**src/design/hpq_pkg.sv**
```systemverilog
// shared types, constants and helpers for the binary heap priority queue
// no dependencies; imported by the top level, hpq_ctrl and hpq_dp (hpq_ram does not use it)
package hpq_pkg;

  localparam int CAPACITY     = 64;
  localparam int KEY_BITS     = 32;
  localparam int PAYLOAD_BITS = 32;

  localparam int FIELD_W   = 32;
  localparam int OUT_CNT_W = 7;
  localparam int IDX_W     = (CAPACITY > 1) ? $clog2(CAPACITY) : 1;
  localparam int CNT_W     = ($clog2(CAPACITY + 1) > OUT_CNT_W) ? $clog2(CAPACITY + 1)
                                                                 : OUT_CNT_W;
  localparam int CHILD_W   = CNT_W + 1;
  localparam int ENTRY_W   = KEY_BITS + PAYLOAD_BITS;

  localparam logic OP_INSERT = 1'b0;
  localparam logic OP_POP    = 1'b1;

  localparam logic [1:0] ST_DONE  = 2'd0;
  localparam logic [1:0] ST_FULL  = 2'd1;
  localparam logic [1:0] ST_EMPTY = 2'd2;

  localparam int CMD_W = 4;
  localparam logic [CMD_W-1:0] CMD_IDLE     = 4'd0;
  localparam logic [CMD_W-1:0] CMD_ACCEPT   = 4'd1;
  localparam logic [CMD_W-1:0] CMD_DISP     = 4'd2;
  localparam logic [CMD_W-1:0] CMD_UP       = 4'd3;
  localparam logic [CMD_W-1:0] CMD_UP_CMP   = 4'd4;
  localparam logic [CMD_W-1:0] CMD_POP_TOP  = 4'd5;
  localparam logic [CMD_W-1:0] CMD_POP_LAST = 4'd6;
  localparam logic [CMD_W-1:0] CMD_DN_L     = 4'd7;
  localparam logic [CMD_W-1:0] CMD_DN_R     = 4'd8;
  localparam logic [CMD_W-1:0] CMD_DN_C     = 4'd9;
  localparam logic [CMD_W-1:0] CMD_RESULT   = 4'd10;

  typedef struct packed {
    logic               operation;
    logic [FIELD_W-1:0] key;
    logic [FIELD_W-1:0] payload;
  } in_item_t;

  typedef struct packed {
    logic [1:0]           status;
    logic                 top_valid;
    logic [FIELD_W-1:0]   top_key;
    logic [FIELD_W-1:0]   top_payload;
    logic [OUT_CNT_W-1:0] entry_count;
  } out_item_t;

  typedef struct packed {
    logic [KEY_BITS-1:0]     key;
    logic [PAYLOAD_BITS-1:0] payload;
  } entry_t;

  typedef struct packed {
    logic [CMD_W-1:0] code;
  } hpq_cmd_t;

  typedef struct packed {
    logic refuse;    // item is refused or pops an empty queue
    logic is_pop;
    logic at_root;
    logic up_swap;
    logic dn_leaf;
    logic dn_stay;
    logic out_free;
  } hpq_stat_t;

  // true when key a should sit above key b
  function automatic logic beats(input logic mode, input logic [KEY_BITS-1:0] a,
                                 input logic [KEY_BITS-1:0] b);
    beats = mode ? (a > b) : (a < b);
  endfunction

endpackage

```
**src/design/hpq_ctrl.sv**
```systemverilog
// controller of the heap queue: sequences accept, sift up, sift down and result hand-off
// depends on hpq_pkg
module hpq_ctrl (
  input  logic               clk,
  input  logic               rst_n,
  input  logic               in_valid,
  output logic               in_ready,
  input  hpq_pkg::hpq_stat_t stat,
  output hpq_pkg::hpq_cmd_t  cmd
);
  import hpq_pkg::*;

  localparam logic [3:0] S_IDLE = 4'd0;
  localparam logic [3:0] S_DISP = 4'd1;
  localparam logic [3:0] S_UP   = 4'd2;
  localparam logic [3:0] S_UPC  = 4'd3;
  localparam logic [3:0] S_PT   = 4'd4;
  localparam logic [3:0] S_PL   = 4'd5;
  localparam logic [3:0] S_DL   = 4'd6;
  localparam logic [3:0] S_DR   = 4'd7;
  localparam logic [3:0] S_DC   = 4'd8;
  localparam logic [3:0] S_RES  = 4'd9;

  logic [3:0] state_r, state_nxt;

  always_comb begin
    state_nxt = state_r;
    cmd.code  = CMD_IDLE;
    in_ready  = 1'b0;
    unique case (state_r)
      S_IDLE: begin
        in_ready = 1'b1;
        if (in_valid) begin
          cmd.code  = CMD_ACCEPT;
          state_nxt = S_DISP;
        end
      end
      S_DISP: begin
        cmd.code = CMD_DISP;
        priority if (stat.refuse) begin
          state_nxt = S_RES;
        end else if (stat.is_pop) begin
          state_nxt = S_PT;
        end else begin
          state_nxt = S_UP;
        end
      end
      S_UP: begin
        cmd.code  = CMD_UP;
        state_nxt = stat.at_root ? S_RES : S_UPC;
      end
      S_UPC: begin
        cmd.code  = CMD_UP_CMP;
        state_nxt = stat.up_swap ? S_UP : S_RES;
      end
      S_PT: begin
        cmd.code  = CMD_POP_TOP;
        state_nxt = S_PL;
      end
      S_PL: begin
        cmd.code  = CMD_POP_LAST;
        state_nxt = S_DL;
      end
      S_DL: begin
        cmd.code  = CMD_DN_L;
        state_nxt = stat.dn_leaf ? S_RES : S_DR;
      end
      S_DR: begin
        cmd.code  = CMD_DN_R;
        state_nxt = S_DC;
      end
      S_DC: begin
        cmd.code  = CMD_DN_C;
        state_nxt = stat.dn_stay ? S_RES : S_DL;
      end
      S_RES: begin
        if (stat.out_free) begin
          cmd.code  = CMD_RESULT;
          state_nxt = S_IDLE;
        end
      end
      default: begin
        state_nxt = S_IDLE;
      end
    endcase
  end

  always_ff @(posedge clk) begin
    if (!rst_n) begin
      state_r <= S_IDLE;
    end else begin
      state_r <= state_nxt;
    end
  end

endmodule
```
**config.mk**
```make
export PLATFORM = sky130hd
export DESIGN_NAME = hpq_ctrl
export DESIGN_NICKNAME = d
export VERILOG_FILES = /design/src/design/hpq_pkg.sv /design/src/design/hpq_ctrl.sv
export SDC_FILE = /design/constraint.sdc
export NUM_CORES = 1
export LEC_CHECK = 0
export BUFFER_PORTS_ARGS = -buffer_cell sky130_fd_sc_hd__buf_2
export CORE_AREA = 4 4 41 43
export CTS_CLUSTER_SIZE = 30
export DETAILED_ROUTE_END_ITERATION = 7
export DIE_AREA = 0 0 45 47
export SETUP_SLACK_MARGIN = 0.4
export SLEW_MARGIN = 5
export SYNTH_ARGS = -nofsm -noshare
export SYNTH_HDL_FRONTEND = slang
export SYNTH_SLANG_ARGS = --single-unit
```
**constraint.sdc**
```tcl
create_clock -name clk -period 4.2 [get_ports clk]
set_input_delay 0.42 -clock clk [delete_from_list [all_inputs] [get_ports clk]]
set_output_delay 0.42 -clock clk [all_outputs]
set_load 0.02 [all_outputs]
```
==> Yosys cells after proc, flatten, opt, wreduce, memory -nomap -nowiden <==
Index checks and enable logic that the tools add are counted.
{ "classes": {"eq_ne": 11, "n_mux": 13, "reduce_logical": 2} }
{ "ops": {"columns": ["cell", "n"], "rows": [
  ["one-hot mux 4 bit (10 select lines)", 2],
  ["two-way mux 4 bit", 8],
  ["== test 4 x 3 -> 1 bit, second input constant", 4],
  ["== test 4 x 2 -> 1 bit, second input constant", 2],
  ["== test 4 bit, second input constant", 2],
  ["== test 4 x 1 -> 1 bit, second input constant", 1],
  ["zero test 4 bit", 1],
  ["!= test 2 bit, second input constant", 2],
  ["two-way mux 3 bit", 1],
  ["two-way mux 1 bit", 2],
  ["AND reduction 2 bit", 1]
]} }
{ "word_totals": {"reg_bits": 4, "input_bits": 10, "output_inout_bits": 5, "wordCells": 27} }

==> Logic depth before layout (Yosys ltp) <==
{ "logic_depth": {"word_depth": 3, "mapped_depth": 5} }

==> Least setup slack after synthesis <==
No wires, ideal clock.
{ "synth_path": {"path_kind": "reg2out", "startpoint": "register state_r[1]", "endpoint": "output cmd[0] (netlist name)", "arrival_time_ps": 1283, "t_required_ps": 3780, "setup_slack_ps": 2497, "path_stages_with_launch": 4, "n_path_buf": 1, "path_cell_list": "dfxtp_1 > or2_1 > buf_6 > a211oi_1"} }
{ "synth_rtl": {"columns": ["item", "line_no", "text"], "rows": [
  ["start, declared", "hpq_ctrl.sv:24", "logic [3:0] state_r, state_nxt;"],
  ["start signal, assigned", "hpq_ctrl.sv:92", "state_r <= state_nxt;"],
  ["end, declared", "hpq_ctrl.sv:9", "output hpq_pkg::hpq_cmd_t cmd"]
]} }

==> out/results.ini <==
[final_layout]
finish.utilization_pct = 38.75
layout-drive-gt1-share_pct = 31.94
antenna-diode-count = 0
regArea_um2 = 80.08
fin_nets = 84
syn_to_final_growth_pct = 17.49
fillerInstances = 153
stdcell_area_um2 = 504.2
largest_register_ffs = 4
max_flop_register = state_r
multi_input_area_um2 = 297.8
top_flop_regs = state_r (4)

[clock_tree]
clkSlewWorstSetupHoldPaths_ns = 0.03
cts_tree = built
cts.repair.resized = 0
cts_hold_repair.buffers = 0
cts.repair_timing.setup_buffer_count = 0
clock_tree.buffer_depth = 2
numClockSinks = 4
cts_buf_count = 3
ctsRootBufferMaster = sky130_fd_sc_hd__clkbuf_4
clock_latency_reported_for_the_late_side_of_the_worst_skew_pair_ns = 0.23
htree_num_levels = 1

[yosys]
synth.lib_cells_used.distinct = 31
yosysWarnings = 0
synth_largest_area_cell = sky130_fd_sc_hd__dfxtp_1
net_count_of_the_mapped_netlist = 68
synthCells = 58
synthDominantCellAreaShare_pct = 18.66
seq_area_frac_synth_pct = 18.66
synth-edff-count = 0
ys_ff_latch = 4
cells_taking_the_most_area_after_synthesis = sky130_fd_sc_hd__dfxtp_1 19%, sky130_fd_sc_hd__o21ai_0 5.8%, sky130_fd_sc_hd__buf_6 5.2%, sky130_fd_sc_hd__nor2_1 5.2%, sky130_fd_sc_hd__a31oi_1 4.4%
async_reset_ff_share_pct = 0
synth_flop_cell = sky130_fd_sc_hd__dfxtp_1
synthesis.area_um2 = 429.2
post_synthesis_average_cell_area_um2 = 7.399

[floorplan]
design.core.area_mm2 = 0.001301
start_util_pct = 32.98
design.die.area_mm2 = 0.002115
fp.dieW_um = 45
io_pins = 15
floorplan.die.height_um = 47
num_rows = 13

[global_routing]
grt_antenna_before_repair = 0
grt_max_degree = 18
first_global_vias = 402
grt_pass1_wl_um = 1676
grt_util_all_layers_pct = 11.06
grt-ovfl-total = 0

[sta]
fmaxAchievable_ghz = 0.5263
slew_viol_final = 0
worst_slew_pin_slew_ns = 0.4997
finClkSkew_ns = 0.001018
rsz_0062_raised_after_global_routing = no
slew_headroom_pct = 66.64
setup_viol_count_final = 0
timing.setup.tns_ns = 0
timing.final.crit_share_pct = 45.24
layout_setup_ws_ns = 2.300
minimum_clock_period_ns = 1.900
hold_violations = 0

[critical_path]
critical_path_arrival_ns = 1.48
data_required_time_at_the_worst_endpoint_ns = 3.78
setup.worst_path.class = flip-flop to output port
critPathMaxFanout = 16
cp-end-kind = output port
critPathLaunchType = flip-flop

[power_and_ir_drop]
internal_power_mw = 0.1729
power.share.combinational_pct = 59.4
cellPowerDensity_mw_per_mm2 = 683.8
switching_power_mw = 0.1719
clockPowerShare_pct = 13.4
irDropWorstVdd_v = 0.0003088
leakagePower_nw = 0.2139
power.switching_fraction_pct = 49.85
power_frac_seq_pct = 27.2

[drt]
route.vias.total = 454
routed_wire_length_per_instance_um = 11.13
detailedRoute.firstPassIterationCount = 2
drc = 0
drt_iter0_markers = 8
mean_number_of_vias_per_cell = 5.218
postRouteWirelength_um = 968
postRouteAntennaNets = 0

[status]
outcome = complete, no violations

[flow_run]
maxCapViolCount = 0

[placed_design]
routabilityCongestion = 0.7784
dp_hpwl_um = 753.3
placed_cell_area_um2 = 481.7
place.port_buffers = 14
dpl_worst_slack_ns = 2.503

[min_path]
timing.hold.worst.class = input pin to flip-flop

power by group through the flow:
stage                     registers [mW]  clock network [mW]  logic, mW
after CTS                         0.0938              0.0488      0.207
after floorplan                   0.0700                   0      0.199
final                             0.0939              0.0462      0.205
after detailed placement          0.0940                   0      0.206
after global placement            0.0929                   0      0.205
after global routing              0.0997              0.0516      0.226
cell usage after synthesis (2+ instances only):
master	n
sky130_fd_sc_hd__inv_1	4
sky130_fd_sc_hd__a31oi_1	3
sky130_fd_sc_hd__o21ai_0	5
sky130_fd_sc_hd__nand2b_1	3
sky130_fd_sc_hd__nor2_1	6
sky130_fd_sc_hd__nand2_1	3
sky130_fd_sc_hd__buf_6	2
sky130_fd_sc_hd__nor3_1	3
sky130_fd_sc_hd__a21oi_1	3
sky130_fd_sc_hd__dfxtp_1	4
sky130_fd_sc_hd__nor2b_1	2
final timing paths:
kind | depth (start not counted) | startpoint | slack (ns) | endpoint
setup reg to reg | 3 | state_r[0] | 2.65 | state_r[1]
hold reg to reg | 2 | state_r[2] | 0.64 | state_r[1]
hold / removal | 3 | rst_n | 0.47 | state_r[3]
setup / recovery | 3 | state_r[0] | 2.30 | cmd[3]
layer usage:
metal	share of wire, %	vias to the layer above	track usage, %
met1	50	201	15.00
met5	0	-	0
met3	8.9	0	6.897
met2	41	15	15.82
met4	0	0	0
li1	-	238	-
worst max-delay path, stage by stage (launching register included):
cell and delay, ns:
sky130_fd_sc_hd__dfxtp_1 0.59, sky130_fd_sc_hd__nand2b_1 0.22, sky130_fd_sc_hd__o32ai_1 0.24, sky130_fd_sc_hd__buf_2 0.20
cell families after synthesis:
| logic type | after synthesis | synth area share, % |
|---|---|---|
| simple gates | 28 | 39.36 |
| compound gates | 18 | 27.99 |
| buf+inv | 7 | 11.95 |
| flops | 4 | 18.66 |
| xor+xnor | 1 | 2.041 |
final cells by class:
cell class | count | area share [%]
well taps | 15 | 3.722
clock buffers | 3 | 4.466
repair buffers | 14 | 13.90
multi-input cells | 47 | 59.06
inverters | 4 | 2.978
flip-flops and latches | 4 | 15.88
through the flow:
stage / power [mW] / instances / hold WS [ns]
final: 0.3448 / 87 / 0.4705
after detailed placement: 0.3002 / 84 / 0.6383
after CTS: 0.3495 / 87 / 0.4635
after global placement: 0.2984 / 84 / 0.6465
after floorplan: 0.2692 / 58 / 0.5362
after global routing: 0.3773 / 87 / 0.4742
placed cells by master (no fill, tap or decap), types with 3 or more instances in the layout:
cell	synthesis	final
sky130_fd_sc_hd__buf_2	0	14
sky130_fd_sc_hd__nor2_1	6	6
sky130_fd_sc_hd__o21ai_0	5	5
sky130_fd_sc_hd__inv_1	4	4
sky130_fd_sc_hd__dfxtp_1	4	4
sky130_fd_sc_hd__nor3_1	3	3
sky130_fd_sc_hd__nand2b_1	3	3
sky130_fd_sc_hd__nand2_1	3	3
sky130_fd_sc_hd__a21oi_1	3	3
sky130_fd_sc_hd__a31oi_1	3	3
sky130_fd_sc_hd__clkbuf_4	0	3
No activity file was read; power rests on OpenSTA's default activity.
