==> src/design/hpq_pkg.sv <==
// shared types, constants and helpers for the binary heap priority queue
// no dependencies; imported by the top level, hpq_ctrl and hpq_dp (hpq_ram does not use it)
package hpq_pkg;

  localparam int CAPACITY     = 64;
  localparam int KEY_BITS     = 32;
  localparam int PAYLOAD_BITS = 32;

  localparam int FIELD_W   = 32;
  localparam int OUT_CNT_W = 7;
  localparam int IDX_W     = (CAPACITY > 1) ? $clog2(CAPACITY) : 1;
  localparam int CNT_W     = ($clog2(CAPACITY + 1) > OUT_CNT_W) ? $clog2(CAPACITY + 1)
                                                                 : OUT_CNT_W;
  localparam int CHILD_W   = CNT_W + 1;
  localparam int ENTRY_W   = KEY_BITS + PAYLOAD_BITS;

  localparam logic OP_INSERT = 1'b0;
  localparam logic OP_POP    = 1'b1;

  localparam logic [1:0] ST_DONE  = 2'd0;
  localparam logic [1:0] ST_FULL  = 2'd1;
  localparam logic [1:0] ST_EMPTY = 2'd2;

  localparam int CMD_W = 4;
  localparam logic [CMD_W-1:0] CMD_IDLE     = 4'd0;
  localparam logic [CMD_W-1:0] CMD_ACCEPT   = 4'd1;
  localparam logic [CMD_W-1:0] CMD_DISP     = 4'd2;
  localparam logic [CMD_W-1:0] CMD_UP       = 4'd3;
  localparam logic [CMD_W-1:0] CMD_UP_CMP   = 4'd4;
  localparam logic [CMD_W-1:0] CMD_POP_TOP  = 4'd5;
  localparam logic [CMD_W-1:0] CMD_POP_LAST = 4'd6;
  localparam logic [CMD_W-1:0] CMD_DN_L     = 4'd7;
  localparam logic [CMD_W-1:0] CMD_DN_R     = 4'd8;
  localparam logic [CMD_W-1:0] CMD_DN_C     = 4'd9;
  localparam logic [CMD_W-1:0] CMD_RESULT   = 4'd10;

  typedef struct packed {
    logic               operation;
    logic [FIELD_W-1:0] key;
    logic [FIELD_W-1:0] payload;
  } in_item_t;

  typedef struct packed {
    logic [1:0]           status;
    logic                 top_valid;
    logic [FIELD_W-1:0]   top_key;
    logic [FIELD_W-1:0]   top_payload;
    logic [OUT_CNT_W-1:0] entry_count;
  } out_item_t;

  typedef struct packed {
    logic [KEY_BITS-1:0]     key;
    logic [PAYLOAD_BITS-1:0] payload;
  } entry_t;

  typedef struct packed {
    logic [CMD_W-1:0] code;
  } hpq_cmd_t;

  typedef struct packed {
    logic refuse;    // item is refused or pops an empty queue
    logic is_pop;
    logic at_root;
    logic up_swap;
    logic dn_leaf;
    logic dn_stay;
    logic out_free;
  } hpq_stat_t;

  // true when key a should sit above key b
  function automatic logic beats(input logic mode, input logic [KEY_BITS-1:0] a,
                                 input logic [KEY_BITS-1:0] b);
    beats = mode ? (a > b) : (a < b);
  endfunction

endpackage

==> src/design/hpq_ram.sv <==
// generic single-port-write, single-port-read ram with registered read data
// no dependencies
module hpq_ram #(
  parameter int WIDTH = 64,
  parameter int DEPTH = 64
) (
  input  logic                                  clk,
  input  logic                                  we,
  input  logic [((DEPTH > 1) ? $clog2(DEPTH) : 1)-1:0] waddr,
  input  logic [WIDTH-1:0]                      wdata,
  input  logic [((DEPTH > 1) ? $clog2(DEPTH) : 1)-1:0] raddr,
  output logic [WIDTH-1:0]                      rdata
);

  logic [WIDTH-1:0] mem_r [DEPTH];
  logic [WIDTH-1:0] rdata_r;

  always_ff @(posedge clk) begin
    if (we) begin
      mem_r[waddr] <= wdata;
    end
    rdata_r <= mem_r[raddr];
  end

  assign rdata = rdata_r;

endmodule

==> src/design/hpq_dp.sv <==
// datapath of the heap queue: heap ram, moving entry, hole index, fill count, result register
// depends on hpq_pkg and hpq_ram
module hpq_dp (
  input  logic              clk,
  input  logic              rst_n,
  input  hpq_pkg::hpq_cmd_t cmd,
  output hpq_pkg::hpq_stat_t stat,
  input  hpq_pkg::in_item_t in_data,
  input  logic              cfg_we,
  input  logic              cfg_wdata,
  output logic              out_valid,
  input  logic              out_ready,
  output hpq_pkg::out_item_t out_data
);
  import hpq_pkg::*;

  logic             mode_r, mode_nxt;
  logic [CNT_W-1:0] fill_r, fill_nxt;
  logic [IDX_W-1:0] hole_r, hole_nxt;
  logic [IDX_W-1:0] best_r, best_nxt;
  entry_t           mov_r, mov_nxt;
  entry_t           best_e_r, best_e_nxt;
  entry_t           top_r, top_nxt;
  logic             op_r, op_nxt;
  logic [1:0]       st_r, st_nxt;
  out_item_t        out_r, out_nxt;
  logic             out_valid_r, out_valid_nxt;

  logic             ram_we;
  logic [IDX_W-1:0] ram_waddr, ram_raddr;
  entry_t           ram_wdata, rd_e;

  logic [IDX_W-1:0]   parent_idx, fin_idx;
  logic [CHILD_W-1:0] left_w, right_w;
  logic               right_ok, take_left, take_right, full, empty, top_ok;
  entry_t             in_e, fin_e;

  hpq_ram #(.WIDTH(ENTRY_W), .DEPTH(CAPACITY)) u_ram (
    .clk  (clk),
    .we   (ram_we),
    .waddr(ram_waddr),
    .wdata(ram_wdata),
    .raddr(ram_raddr),
    .rdata(rd_e)
  );

  // tree geometry around the hole
  assign parent_idx = (hole_r - IDX_W'(1)) >> 1;
  assign left_w     = (CHILD_W'(hole_r) << 1) + CHILD_W'(1);
  assign right_w    = left_w + CHILD_W'(1);
  assign right_ok   = right_w < CHILD_W'(fill_r);
  assign full       = fill_r >= CNT_W'(CAPACITY);
  assign empty      = fill_r == '0;

  assign in_e.key     = in_data.key[KEY_BITS-1:0];
  assign in_e.payload = in_data.payload[PAYLOAD_BITS-1:0];

  // left child read last cycle against moving entry, right child now against the winner
  assign take_left  = beats(mode_r, rd_e.key, mov_r.key);
  assign take_right = right_ok && beats(mode_r, rd_e.key, best_e_r.key);
  assign fin_idx    = take_right ? right_w[IDX_W-1:0] : best_r;
  assign fin_e      = take_right ? rd_e : best_e_r;
  assign top_ok     = (op_r == OP_POP) && (st_r == ST_DONE);

  assign stat.refuse   = st_r != ST_DONE;
  assign stat.is_pop   = op_r == OP_POP;
  assign stat.at_root  = hole_r == '0;
  assign stat.up_swap  = beats(mode_r, mov_r.key, rd_e.key);
  assign stat.dn_leaf  = left_w >= CHILD_W'(fill_r);
  assign stat.dn_stay  = fin_idx == hole_r;
  assign stat.out_free = !out_valid_r || out_ready;

  always_comb begin
    mode_nxt      = cfg_we ? cfg_wdata : mode_r;
    fill_nxt      = fill_r;
    hole_nxt      = hole_r;
    best_nxt      = best_r;
    mov_nxt       = mov_r;
    best_e_nxt    = best_e_r;
    top_nxt       = top_r;
    op_nxt        = op_r;
    st_nxt        = st_r;
    out_nxt       = out_r;
    out_valid_nxt = out_valid_r && !out_ready;
    ram_we        = 1'b0;
    ram_waddr     = hole_r;
    ram_wdata     = mov_r;
    ram_raddr     = hole_r;
    unique case (cmd.code)
      CMD_ACCEPT: begin
        op_nxt  = in_data.operation;
        top_nxt = '0;
        if (in_data.operation == OP_INSERT) begin
          if (full) begin
            st_nxt = ST_FULL;
          end else begin
            st_nxt   = ST_DONE;
            mov_nxt  = in_e;
            hole_nxt = fill_r[IDX_W-1:0];
            fill_nxt = fill_r + CNT_W'(1);
          end
        end else begin
          if (empty) begin
            st_nxt = ST_EMPTY;
          end else begin
            st_nxt   = ST_DONE;
            // hole parks at the last slot until the root is read
            hole_nxt = IDX_W'(fill_r - CNT_W'(1));
            fill_nxt = fill_r - CNT_W'(1);
          end
        end
      end
      CMD_DISP: begin
        ram_raddr = '0;
      end
      CMD_UP: begin
        if (hole_r == '0) begin
          ram_we = 1'b1;
        end else begin
          ram_raddr = parent_idx;
        end
      end
      CMD_UP_CMP: begin
        ram_we = 1'b1;
        if (stat.up_swap) begin
          ram_wdata = rd_e;
          hole_nxt  = parent_idx;
        end
      end
      CMD_POP_TOP: begin
        top_nxt   = rd_e;
        ram_raddr = hole_r;
      end
      CMD_POP_LAST: begin
        mov_nxt  = rd_e;
        hole_nxt = '0;
      end
      CMD_DN_L: begin
        if (stat.dn_leaf) begin
          ram_we = 1'b1;
        end else begin
          ram_raddr = left_w[IDX_W-1:0];
        end
      end
      CMD_DN_R: begin
        ram_raddr = right_w[IDX_W-1:0];
        if (take_left) begin
          best_nxt   = left_w[IDX_W-1:0];
          best_e_nxt = rd_e;
        end else begin
          best_nxt   = hole_r;
          best_e_nxt = mov_r;
        end
      end
      CMD_DN_C: begin
        ram_we = 1'b1;
        if (!stat.dn_stay) begin
          ram_wdata = fin_e;
          hole_nxt  = fin_idx;
        end
      end
      CMD_RESULT: begin
        out_nxt.status      = st_r;
        out_nxt.top_valid   = top_ok;
        out_nxt.top_key     = FIELD_W'(top_r.key);
        out_nxt.top_payload = FIELD_W'(top_r.payload);
        out_nxt.entry_count = fill_r[OUT_CNT_W-1:0];
        out_valid_nxt       = 1'b1;
      end
      default: begin
      end
    endcase
  end

  always_ff @(posedge clk) begin
    if (!rst_n) begin
      mode_r      <= 1'b0;
      fill_r      <= '0;
      out_valid_r <= 1'b0;
    end else begin
      mode_r      <= mode_nxt;
      fill_r      <= fill_nxt;
      out_valid_r <= out_valid_nxt;
    end
    hole_r   <= hole_nxt;
    best_r   <= best_nxt;
    mov_r    <= mov_nxt;
    best_e_r <= best_e_nxt;
    top_r    <= top_nxt;
    op_r     <= op_nxt;
    st_r     <= st_nxt;
    out_r    <= out_nxt;
  end

  assign out_valid = out_valid_r;
  assign out_data  = out_r;

`ifndef NO_ASSERTIONS
  a_fill_bound: assert property (@(posedge clk) disable iff (!rst_n)
    fill_r <= CNT_W'(CAPACITY))
    else $error("fill count above capacity");

  a_result_slot_free: assert property (@(posedge clk) disable iff (!rst_n)
    (cmd.code == CMD_RESULT) |-> (!out_valid_r || out_ready))
    else $error("result loaded over an untaken result");

  a_write_in_heap: assert property (@(posedge clk) disable iff (!rst_n)
    ram_we |-> (fill_r == '0 || CNT_W'(ram_waddr) < fill_r))
    else $error("heap write beyond the filled region");

  a_refused_keeps_count: assert property (@(posedge clk) disable iff (!rst_n)
    (cmd.code == CMD_ACCEPT && (full || empty) &&
     ((in_data.operation == OP_INSERT && full) || (in_data.operation == OP_POP && empty)))
    |=> (fill_r == $past(fill_r)))
    else $error("refused item changed the fill count");
`endif

endmodule

==> config.mk <==
export PLATFORM = sky130hd
export DESIGN_NAME = hpq_dp
export DESIGN_NICKNAME = d
export VERILOG_FILES = /design/src/design/hpq_pkg.sv /design/src/design/hpq_ram.sv /design/src/design/hpq_dp.sv
export SDC_FILE = /design/constraint.sdc
export NUM_CORES = 2
export LEC_CHECK = 0
export BUFFER_PORTS_ARGS = -buffer_cell sky130_fd_sc_hd__buf_2
export CAP_MARGIN = 10
export CORE_MARGIN = 4
export CORE_UTILIZATION = 55
export DETAILED_ROUTE_END_ITERATION = 7
export PLACE_DENSITY = 0.71
export SETUP_SLACK_MARGIN = 0.4
export SYNTH_ARGS = -nofsm -noshare
export SYNTH_HDL_FRONTEND = slang
export SYNTH_SLANG_ARGS = --single-unit
==> constraint.sdc <==
create_clock -name clk -period 8.5 [get_ports clk]
set_clock_uncertainty 0.15 [all_clocks]
set_input_delay 1.7 -clock clk [delete_from_list [all_inputs] [get_ports clk]]
set_output_delay 1.7 -clock clk [all_outputs]
set_load 0.05 [all_outputs]
==> Word level (Yosys, flattened, before mapping) <==
Memories as Yosys holds them, arrays and structs flattened. A register that Yosys moved wholly into a read port is not among the register bits.
Index checks and enable logic that the tools add are counted.
{ "word_totals": {"reg_bits": 290, "latchBits": 0, "ram_bits": 4096, "rom_bits": 0, "out_inout_bits": 82, "elab_cells": 104, "memories": 1} }
{ "op_classes": {"addsub": 5, "n_mul": 0, "div_mod_pow": 0, "magnitude_cmp": 9, "eq_ne": 19, "shifts": 0, "n_mux": 35, "bitwise_logic": 0, "reduce_logical": 17} }
{ "memory_table": {"columns": ["memory", "words", "word_bits", "rd", "rd_ports_with_merged_regs", "write_ports", "line_no", "rtl"], "rows": [
  ["u_ram.mem_r", 64, 64, 1, 1, 1, "hpq_ram.sv:15", "logic [WIDTH-1:0] mem_r [DEPTH];"]
]} }
{ "ops": {"columns": ["cell", "n"], "rows": [
  ["two-way mux 64 bit", 6],
  ["one-hot mux 64 bit (2 select lines)", 3],
  ["> comparator 32 bit", 3],
  ["less-than comparator 32 bit", 3],
  ["two-way mux 6 bit", 9],
  ["one-hot mux 6 bit (4 select lines)", 2],
  ["two-way mux 7 bit", 3],
  ["equality test 4 x 3 -> 1 bit (second input constant)", 4],
  ["equality test 4 bit (second input constant)", 3],
  ["!= test 2 bit (second input constant)", 6],
  ["two-way mux 1 bit", 9],
  ["adder 7 x 1 -> 8 bit (second input constant)", 1],
  ["adder 8 x 1 -> 8 bit (second input constant)", 1],
  ["equality test 4 x 2 -> 1 bit (second input constant)", 2],
  [">= comparator 8 x 7 -> 1 bit", 1],
  ["less-than comparator 8 x 7 -> 1 bit", 1],
  ["adder 7 x 1 -> 7 bit (second input constant)", 1],
  [">= comparator 7 bit (second input constant)", 1],
  ["zero test 7 bit", 1],
  ["subtractor 7 x 1 -> 7 bit (second input constant)", 1],
  ["equality test 6 bit", 1],
  ["zero test 6 bit", 1],
  ["!= test 3 bit (second input constant)", 2],
  ["AND reduction 3 bit", 2],
  ["12 further kinds", 18]
]} }

==> Depth between registers and ports, before layout <==
{ "depth": {"ltp_word": 8, "mapped_depth": 19} }

==> Hierarchy <==
A second synthesis with hierarchy kept.
{ "unflattened": {"cells_unflattened": 7801, "area_unflattened_um2": 171394.4} }
{ "by_module_without_submodules": {"columns": ["module", "n_inst", "cells_per_inst", "area_per_inst_um2", "seq_area_each_um2"], "rows": [
  ["hpq_ram", 1, 6598, 156348.7, 124279.2],
  ["hpq_dp", 1, 1203, 15045.7, 8618.3]
]} }

==> Worst setup path before layout <==
Ideal clock, no wire load.
{ "synth_path": {"path_type": "input-to-reg", "startpoint": "input cmd[0] in the netlist's numbering", "endpoint": "register mov_r[0] in the netlist's numbering (enable)", "setup_ps": 427, "arrival_time_ps": 6774, "slack_ps": 1149, "stages": 6, "path_buffers": 1, "path_cell_list": "buf_2 nand2b_1 nor2_1 nand2_1 nor2_1 o21a_1"} }
{ "synth_between": {"elab_chain_len": 3} }
{ "synth_rtl": {"columns": ["item", "line_no", "rtl"], "rows": [
  ["from (decl)", "hpq_dp.sv:6", "input hpq_pkg::hpq_cmd_t cmd,"],
  ["equality test 4 x 1 -> 1 bit / equality test 4 x 3 -> 1 bit (equally long branches)", "hpq_dp.sv:89", "unique case (cmd.code)"],
  ["!= test 2 bit (no source line) / nonzero test 2 bit (equally long branches)", null, null],
  ["AND reduction 3 bit (no source line) (*)", null, null],
  ["to (signal assigned)", "hpq_dp.sv:187", "mov_r <= mov_nxt;"],
  ["to (decl)", "hpq_dp.sv:21", "entry_t mov_r, mov_nxt;"]
]} }
Every way passes the cells marked *; elsewhere a longest branch is shown, timed or not.
A chain may end at the register's enable or synchronous reset.

==> results.txt <==
----------------------------------------------------
[Clock tree]
  Clock sink count ... between 4000 and 5000
  Count of buffers added by post-CTS timing repair for setup ... 0
  Clock-pin slew reported for the worst setup and hold paths after clock tree synthesis ... about 60 ps
  Hold buffer count at cts ... 0
  CTS root buf ... clkbuf_16
  TritonCTS clock tree ... done
  Maximum root-to-sink buffer count ... 4
  Maximum level of the CTS H-tree ... 5
  Clock insertion delay at the later pin of the skew report ... between 900 and 1000 ps
  Inserted Clock Buffers ... 433
  Resized Gates After CTS ... 0

[Floorplan]
  IO Count ... 156
  Initial Util ... roughly 55%
  Die Area ... approximately 320000 um^2
  Die Y-Extent ... between 500 and 600 um
  Core Footprint ... 313000 um^2
  Die span in x ... approximately 570 um
  Std-Cell Rows ... roughly 210

[GRT]
  Total global-route track usage ... approximately a third
  Met3 routing resource usage after global routing ... 8.71%
  Met1 Resource Use GR ... 43.9%
  Global-route met2 utilization ... between 40% and 50%
  Total grt overflow ... 0
  Most Crowded Layer GR ... met2
  Antenna violations before repair ... 23
  Maximum number of pins on one net before global-route repair ... 156
  First-pass GRT wire length ... approximately 750000 um
  Number of global-route vias before repair ... just under 100k

[Power and ir drop]
  Leak ... ~63 nW
  Areal power density over the cells ... 249 nW/um^2
  Worst IR Drop VDD ... 0.200 mV

[Place]
  Count of input and output buffers ... between 150 and 200
  Global placement routability congestion ... around 0.95
  Placed Cells incl. Taps ... 13500
  Post-placement cell area ... around 180000 um^2
  Total half-perimeter wirelength after legalization and detailed placement ... slightly above 300000 um

[Routing]
  Number of DRC markers in iteration 0 ... between 15000 and 20000
  Number of design rule violations left after detail routing ... 0
  Post-DRT Antenna Nets ... 0
  Via count ... about 100k
  Sum of routed wire length over all layers ... about 540000 um
  Detailed-route wire length per cell ... ~37 um
  Detailed-router iteration count before antenna repair ... 6
  Via count normalized by instance count ... approximately 7

[Worst setup path]
  Data required time of the critical path ... roughly 6700 ps
  Sum of buffers and inverters on the critical path ... 3
  Max Fanout on Critical Path ... between 60 and 70
  Setup crit start kind ... register
  Slowest library cell on the worst path ... edfxtp_1
  CP endpoint kind ... output port
  List of cells traversed by the critical path ... ha_1 -> nand3_1 -> xnor2_1 -> ha_1 -> a21oi_1 -> o21ai_0 -> a211oi_1 -> o21ai_1 -> buf_4 -> a211oi_1 -> nor2_4 -> buf_12 -> nor2_1 -> buf_2
  WP data arrival ... between 5000 and 6000 ps
  Critical path class ... reg2out
  Family with the most delay on the worst path ... compound AO/OA/AOI/OAI gates
  Critical Path Max Stage Delay ... 830 ps

[Layout]
  Post-Layout Cell Count ... 14400
  Layout Area Growth over Synthesis ... 13.6%
  Final design instance area without fill ... 197000 um^2
  Number of nets at the end of the flow ... ~10000
  Number of inserted filler cells in the final layout ... 20900
  Share of cells above drive strength 1 ... 21.5%
  Multi-input gate area ... between 30000 and 40000 um^2
  Sequential Area ... about 130000 um^2

[Hold path]
  Type of the most critical hold path ... reg2reg

[Timing]
  Fin crit share ... ~92%
  Sum of negative setup slack ... 0 ps
  Total count of max-transition violations in the final report ... 0
  Unrepaired setup endpoints after global routing ... false
  Final hold violation count ... 0
  FMAX ... 128 MHz
  Worst slew margin relative to its limit ... 10.1%
  Number of failing setup endpoints in the final timing report ... 0
  Actual slew at the worst max-slew pin ... between 1000 and 1500 ps
  Min Clock Period, post-route ... around 8000 ps

[Synthesis]
  Sequential element share of the synthesized area ... between 70% and 80%
  Mapped Cells ... around 9500
  Synthesized area divided by synthesized cell count ... 18.3 um^2
  Register bit total from synthesis ... 4450
  Primary flip-flop cell chosen by synthesis mapping ... edfxtp_1
  Post-synth EDFFs ... 4377
  Mapped Area ... 173000 um^2
  Fraction of registers with async set or reset after synthesis ... 0%
  Count of distinct cell types in the synthesized netlist ... 74
  Synthesis Warnings ... 0
  Syn Nets ... 9618

[Outcome]
  Run status ... finished, final reports clean

[Run]
  # Max-Cap Violations ... 0

----------------------------------------------------
area by class of cell:
type | count | area share (%)
clock buffer | 577 | 6.03
multi-input combinational | 4329 | 19.9
clock inverter | 231 | 1.18
tap | 4140 | 2.63
inverter | 117 | 0.224
sequential | 4450 | 67.6
timing repair buffer | 517 | 2.40
antenna | 12 | 0.0153
power by group:
part | internal [mW] | leakage, nW | total, mW | switching [mW]
clock network | 10.8 | 6.90 | 19.1 | 8.33
registers | 24.6 | 40.1 | 24.9 | 0.359
logic | 1.56 | 16.3 | 4.98 | 3.42
kinds of logic (layout without fill, tap and decap cells):
group	count (synthesis)	after routing	share of synthesized area [%]
other	0	12	0
AO/OA/AOI/OAI	969	969	3.87
adder cells (fa/ha/maj)	82	82	0.593
flip-flops	4450	4450	76.8
buffers and inverters	683	1442	1.70
XOR/XNOR	22	22	0.111
multiplexers	894	894	10.9
AND/OR/NAND/NOR	2362	2362	6.09
cell usage in the layout (no fill, tap or decap), types with 40 or more instances in the layout:
| master | count |
|---|---|
| mux2_2 | 74 |
| nor2_1 | 148 |
| clkinv_1 | 67 |
| o22ai_1 | 90 |
| buf_2 | 156 |
| inv_1 | 115 |
| nand2_1 | 1250 |
| mux2i_1 | 40 |
| a311oi_1 | 48 |
| clkbuf_8 | 40 |
| a31oi_1 | 99 |
| mux4_2 | 779 |
| and3_1 | 147 |
| a21oi_1 | 120 |
| nor3_1 | 96 |
| clkbuf_1 | 100 |
| o2111ai_4 | 64 |
| nand4_1 | 120 |
| buf_4 | 266 |
| o21ai_0 | 127 |
| dfxtp_1 | 73 |
| clkinv_2 | 79 |
| o211ai_1 | 92 |
| or3_1 | 49 |
| nor2_4 | 78 |
| buf_12 | 91 |
| ha_1 | 82 |
| nand3_1 | 385 |
| a22oi_1 | 134 |
| edfxtp_1 | 4377 |
| clkbuf_16 | 437 |
routing by layer:
metal | part of all wire (%) | routed length [um] | vias to the layer above
met5 | 0.023 | 126 | -
met4 | 7.7 | 41400 | 18
met3 | 14 | 73400 | 1674
met2 | 45 | 240000 | 8465
met1 | 34 | 181000 | 51200
li1 | - | - | 38900
cells in the mapped netlist, types with 90 or more instances:
library cell | count | share of area (%)
o21ai_0 | 127 | 0.37
edfxtp_1 | 4377 | 76
nand4_1 | 120 | 0.43
a21oi_1 | 121 | 0.35
buf_2 | 134 | 0.39
mux4_2 | 779 | 10
and3_1 | 147 | 0.53
o22ai_1 | 90 | 0.33
nand3_1 | 386 | 1.1
nor3_1 | 100 | 0.29
inv_1 | 115 | 0.25
nand2_1 | 1253 | 2.7
a22oi_1 | 134 | 0.58
a31oi_1 | 99 | 0.36
nor2_1 | 228 | 0.49
clkbuf_1 | 340 | 0.74
o211ai_1 | 92 | 0.40
worst paths after layout:
check                          startpoint                             to  slack (ps)  depth (start not counted)
setup reg to reg      hole_r[1]$_DFFE_PP_  u_ram.mem_r[17][32]$_DFFE_PP_        1320                         15
setup / recovery      hole_r[1]$_DFFE_PP_                        stat[1]         680                         14
hold reg to reg   top_r[25]$_SDFFCE_PN0P_         out_data[32]$_DFFE_PP_         250                          0
hold / removal    top_r[25]$_SDFFCE_PN0P_         out_data[32]$_DFFE_PP_         250                          0
flip-flops by register name, indices dropped and copies added (netlist names), 7 cells and up:
name / count
mov_r: 64
fill_r: 7
u_ram.rdata: 64
out_data: 74
best_e_r: 64
top_r: 64
u_ram.mem_r: 4096
through the flow:
step | setup WS (ps) | hold WS [ps] | util [%] | power (mW)
final | 676 | 247 | 62.9 | 49.0
after detailed placement | 1500 | 255 | 58.3 | 30.2
after floorplan | 1150 | 250 | - | 28.1
after global placement | 1000 | 255 | 58.2 | 30.1
after CTS | 690 | 249 | 62.8 | 48.9
after global routing | 499 | 257 | 62.9 | 50.3
Power figures use the tool's default switching activity.
